===== src/saturating_audio_mix_accumulator_unit_defines.svh =====
// ----------------------------------------------------------------------------
// Assertion macros for the audio mix accumulator
// Concurrent checks sampled on the rising clock edge, masked during reset.
// ----------------------------------------------------------------------------
`ifndef SATURATING_AUDIO_MIX_ACCUMULATOR_UNIT_DEFINES_SVH
`define SATURATING_AUDIO_MIX_ACCUMULATOR_UNIT_DEFINES_SVH

// Antecedent implies consequent in the same cycle.
`define SAMACC_ASSERT_IMPL(lbl, clk, rst, ante, cons, msg) \
   lbl: assert property (@(posedge clk) disable iff (rst) (ante) |-> (cons)) \
      else $error(msg);

// Antecedent implies consequent in the following cycle.
`define SAMACC_ASSERT_NEXT(lbl, clk, rst, ante, cons, msg) \
   lbl: assert property (@(posedge clk) disable iff (rst) (ante) |=> (cons)) \
      else $error(msg);

`endif


===== src/samacc_pkg.sv =====
// ----------------------------------------------------------------------------
// samacc_pkg
// Shared constants, field layout and controller/datapath interface types.
// ----------------------------------------------------------------------------
package samacc_pkg;

   // configuration defaults
   localparam int MAX_FRAMES_DEF = 4096;
   localparam int CHANNELS_DEF   = 2;

   // field widths
   localparam int WIN_W     = 13;
   localparam int OFFSET_W  = 13;
   localparam int SAMPLE_W  = 24;
   localparam int GAIN_W    = 10;
   localparam int MIX_W     = 16;

   localparam logic [WIN_W-1:0] WIN_RESET = 13'd4096;

   // request beat layout in tdata
   localparam int REQ_DATA_W = 64;
   localparam int OFF_LSB    = 0;
   localparam int CH_BIT     = 13;
   localparam int SMP_LSB    = 14;
   localparam int PRES_BIT   = 38;
   localparam int SG_LSB     = 39;
   localparam int UGV_BIT    = 49;
   localparam int UG_LSB     = 50;

   // request kind on tuser
   localparam logic REQ_ACCUM = 1'b0;
   localparam logic REQ_DRAIN = 1'b1;

   // scaling arithmetic
   localparam int GAIN2_W     = 2 * GAIN_W;
   localparam int PROD_W      = SAMPLE_W + GAIN2_W;
   localparam int SCALE_SHIFT = 15;          // full scale 32767 = 2^15 - 1
   localparam int SCALED_W    = PROD_W + SCALE_SHIFT;
   localparam int Q_FRAC      = 23;
   localparam int DVD_W       = SCALED_W - Q_FRAC;
   localparam int DEN_W       = 14;
   localparam logic [DEN_W-1:0] PCT_DEN  = 14'd100;
   localparam logic [DEN_W-1:0] PCT2_DEN = 14'd10000;

   localparam logic [MIX_W-1:0] MIX_MAX = 16'h7FFF;
   localparam logic [MIX_W-1:0] MIX_MIN = 16'h8000;

   typedef struct packed {
      logic capture;
      logic clear_step;
      logic mul_gain;
      logic mul_sample;
      logic scale;
      logic div_start;
      logic acc_write;
      logic load_rsp;
   } ctrl_cmd_type;

   typedef struct packed {
      logic clear_last;
      logic drain;
      logic work;
      logic div_done;
      logic out_free;
   } dp_status_type;

endpackage


===== src/samacc_ctrl.sv =====
// ----------------------------------------------------------------------------
// samacc_ctrl
// Controller: sequences clearing, capture, scaling, store update and drain.
// ----------------------------------------------------------------------------
module samacc_ctrl (
   input  logic                      clock,
   input  logic                      reset,
   input  logic                      req_tvalid,
   output logic                      req_tready,
   input  samacc_pkg::dp_status_type status,
   output samacc_pkg::ctrl_cmd_type  cmd
);

   localparam logic [3:0] ST_CLEAR  = 4'd0;
   localparam logic [3:0] ST_IDLE   = 4'd1;
   localparam logic [3:0] ST_DECODE = 4'd2;
   localparam logic [3:0] ST_MULS   = 4'd3;
   localparam logic [3:0] ST_SCALE  = 4'd4;
   localparam logic [3:0] ST_DIVS   = 4'd5;
   localparam logic [3:0] ST_DIVW   = 4'd6;
   localparam logic [3:0] ST_ACCW   = 4'd7;
   localparam logic [3:0] ST_DRSP   = 4'd8;

   logic [3:0] state_ff, state_in;

   always_comb begin
      state_in = state_ff;
      unique case (state_ff)
         ST_CLEAR: begin
            if (status.clear_last) begin
               state_in = ST_IDLE;
            end
         end
         ST_IDLE: begin
            if (req_tvalid) begin
               state_in = ST_DECODE;
            end
         end
         ST_DECODE: begin
            priority if (status.drain) begin
               state_in = ST_DRSP;
            end else if (status.work) begin
               state_in = ST_MULS;
            end else begin
               state_in = ST_IDLE;
            end
         end
         ST_MULS:  state_in = ST_SCALE;
         ST_SCALE: state_in = ST_DIVS;
         ST_DIVS:  state_in = ST_DIVW;
         ST_DIVW: begin
            if (status.div_done) begin
               state_in = ST_ACCW;
            end
         end
         ST_ACCW:  state_in = ST_IDLE;
         ST_DRSP: begin
            // hold until the response register frees up
            if (status.out_free) begin
               state_in = ST_IDLE;
            end
         end
         default:  state_in = ST_IDLE;
      endcase
   end

   always_ff @(posedge clock) begin
      if (reset) begin
         state_ff <= ST_CLEAR;
      end else begin
         state_ff <= state_in;
      end
   end

   assign req_tready = state_ff == ST_IDLE;

   always_comb begin
      cmd.capture    = (state_ff == ST_IDLE) && req_tvalid;
      cmd.clear_step = state_ff == ST_CLEAR;
      cmd.mul_gain   = state_ff == ST_DECODE;
      cmd.mul_sample = state_ff == ST_MULS;
      cmd.scale      = state_ff == ST_SCALE;
      cmd.div_start  = state_ff == ST_DIVS;
      cmd.acc_write  = state_ff == ST_ACCW;
      cmd.load_rsp   = (state_ff == ST_DRSP) && status.out_free;
   end

endmodule


===== config.mk =====
export PLATFORM = sky130hd
export DESIGN_NAME = samacc_ctrl
export DESIGN_NICKNAME = d
export VERILOG_FILES = /design/src/saturating_audio_mix_accumulator_unit_defines.svh /design/src/samacc_pkg.sv /design/src/samacc_ctrl.sv
export SDC_FILE = /design/constraint.sdc
export NUM_CORES = 1
export LEC_CHECK = 0
export ABC_CLOCK_PERIOD_IN_PS = 1300
export CORE_AREA = 2 2 39 41
export DETAILED_ROUTE_END_ITERATION = 6
export DIE_AREA = 0 0 41 43
export DONT_BUFFER_PORTS = 1
export PLACE_DENSITY = 0.48
export SETUP_SLACK_MARGIN = 0.1
export SYNTH_ARGS = -nofsm -noshare
export SYNTH_HDL_FRONTEND = slang
export SYNTH_SLANG_ARGS = --single-unit

===== constraint.sdc =====
create_clock -name clock -period 1.3 [get_ports clock]
set_input_delay 0.13 -clock clock [delete_from_list [all_inputs] [get_ports clock]]
set_output_delay 0.13 -clock clock [all_outputs]
set_load 0.005 [all_outputs]

==> metrics <==
metal2 WL=674 um; Synth cell types=25; final setup fails=0; num rows=14; Final Wtd Congestion=0.779; post-synthesis simple-gate area fraction=41.8%; CTS buffer count=3; largest net degree at the start of global routing=10; clock transition at the registers of the reported paths=0.04 ns; Post-Synthesis Cells=44; final WL=1250 um; initial antenna violation count=0; Synth Net Count=52; dominant cells by area after synthesis=dfxtp_1 25%, nor3_1 9.2%, nand2b_1 5.7%; number of iterations in the first detailed-routing pass=4; Worst Setup End Kind=output pin; vias in the first global route=391; Max Slew Vio Count=0; Reg with most FFs=state_ff; Port Buffers=0; crit-path max FO=4; worst vdd ir=0.000518 V; Post-Syn Area=327 sq um; Max Cap Viol=0; Syn-to-layout area delta=80.8%; setup slack at placement=0.0520 ns; Slew HR=83.4%; number of flip-flops in the largest register=4; Max Clock Freq=810 MHz; final worst slack=0.0659 ns; RSZ-0062 raised after global routing=yes; core area=0.00138 sq mm; CTS tree=done; Congestion Overflow GR=0; met3 wire length=58 um; Tightest Pin Transition=0.248 ns; Initial DRC Count=5; fin crit share=94.9%; die footprint=0.00176 sq mm; status=finished, final reports clean; post-synthesis xor/xnor area fraction=2.68%; CP Launch Point=state_ff[1]; Lkg Pwr=0.220 nW; first-pass GRT wire length=1740 um; CTS Sinks=4; starting density of the core=23.6%; Filler Cell Count=137; post-synth top area cell=dfxtp_1; Setup TNS=0 ns; # DRC=0; worst skew pair latency=0.24 ns; top flop regs=state_ff (4); WHS Path Cells=2; hold path start=status[3]; Root Buffer=clkbuf_4; highest routed layer=met4; mean area per synthesized cell=7.42 sq um; Post-DP HPWL=660 um; CTS HTree Levels=1; CP Class=reg2out; vias per cell=5.38; worst r2r path cells=5; FF-to-FF Start=state_ff[1]; Final #Nets=67; Critical Path AT=1.10 ns; worst hold path class=in2reg; layout cells sized above 1=66.7%; Met1 Routed Length=470 um; Design Power=0.000618 W; Synthesis Warnings=0; CP Launch Type=flip-flop; Die Ht=43 um; CP Data Required Time=1.17 ns; n_diodes=0; total number of vias=393; Synth Area in Adders=0%; wire per inst=17.1 um; Max Clock Skew=0.00115 ns; I/O pin cnt=17; post-synthesis mux area share=0%; register bit total from synthesis=4; top-area cell type share of the netlist area=24.5%; final hold viol count=0; antenna-violating nets left=0; gr usage total=15.5%; P per Cell Area=1050 mW/mm^2; Min Clock Period, post-route=1.23 ns; Seq/Total Area, Yosys=24.5%; largest family of logic cells by synthesized area=simple AND/OR/NAND/NOR gates; Max Root-Sink Buffers=2; Die X-Extent=41 um; Compound-Gate Fraction of Synth Area=21.1%
[power breakdown]
part	internal (W)	total (W)	switching (W)
registers	0.000139	0.000172	0.0000330
clock network	0.000104	0.000165	0.0000607
logic	0.000153	0.000281	0.000128
[critical path, stage by stage, from the launching register on]
cell,delay [ns]
dfxtp_2,0.32
buf_6,0.12
nand2b_4,0.14
nor3_4,0.11
and2_4,0.16
[through the flow]
step / hold WS, ns / cells / util [%] / cell area (sq um)
final: 0.0348 / 73 / 42.7 / 591
after global routing: 0.0226 / 73 / 42.7 / 591
after CTS: 0.0289 / 72 / 36.4 / 504
after detailed placement: 0.205 / 63 / 26.8 / 370
after global placement: 0.203 / 63 / 26.8 / 370
after floorplan: 0.202 / 44 / - / 327
[cell families (layout without fill, tap and decap cells)]
| logic type | Yosys count | count (layout) |
|---|---|---|
| AOI/OAI and AO/OA | 10 | 10 |
| xor gates and xnor gates | 1 | 1 |
| buffers and inverters | 5 | 18 |
| DFF | 4 | 4 |
| and+or+nand+nor | 24 | 24 |
[layer usage]
layer	vias up	track usage (%)
met1	188	19.7
met5	-	0
li1	190	-
met3	4	4.19
met4	0	12.0
met2	11	20.9
[final timing paths]
check / end / slack, ns
setup / recovery: cmd[7] / 0.07
hold / removal: state_ff[3] / 0.03
setup reg to reg: state_ff[1] / 0.09
hold reg to reg: state_ff[3] / 0.62
[area by class of cell]
type / count / area (sq um) / share of cell area, %
Tap cell: 16 / 20.0 / 3.39
Inverter: 1 / 3.75 / 0.636
Sequential cell: 4 / 92.6 / 15.7
Multi-Input combinational cell: 35 / 337 / 57.0
Clock buffer: 3 / 22.5 / 3.81
Timing Repair Buffer: 14 / 115 / 19.5
[cells in the mapped netlist]
master,number
a211o_1,1
a211oi_1,1
a21oi_1,1
a31oi_1,1
a32oi_1,1
and2_1,1
buf_2,2
buf_4,1
buf_6,1
dfxtp_1,4
inv_1,1
nand2_1,2
nand2b_1,3
nor2_1,5
nor2b_1,1
nor3_1,6
nor3b_1,1
nor3b_2,1
nor4_1,2
o21ai_1,2
o21bai_1,1
o31ai_1,2
or3b_1,1
or4_1,1
xor2_1,1
[cell usage in the layout, fill, tap and decap left out, types with 2 or more instances in the layout]
cell and instances:
clkbuf_4 3, buf_4 11, nand2b_4 3, nor3_4 3, dfxtp_4 3, nor2_1 3, buf_6 2, nor3_2 2
[repair_timing]
| item | 4_1_cts | 5_1_grt |
|---|---|---|
| setup endpoints to repair | 10 | 11 |
| pin swaps | 2 | 6 |
| gates resized for setup | 15 | 17 |
| hold buffers | 1 | 0 |
| endpoints found under the hold margin | 3 | 0 |
| buffers inserted | 5 | 1 |
Power figures use the tool's default switching activity.
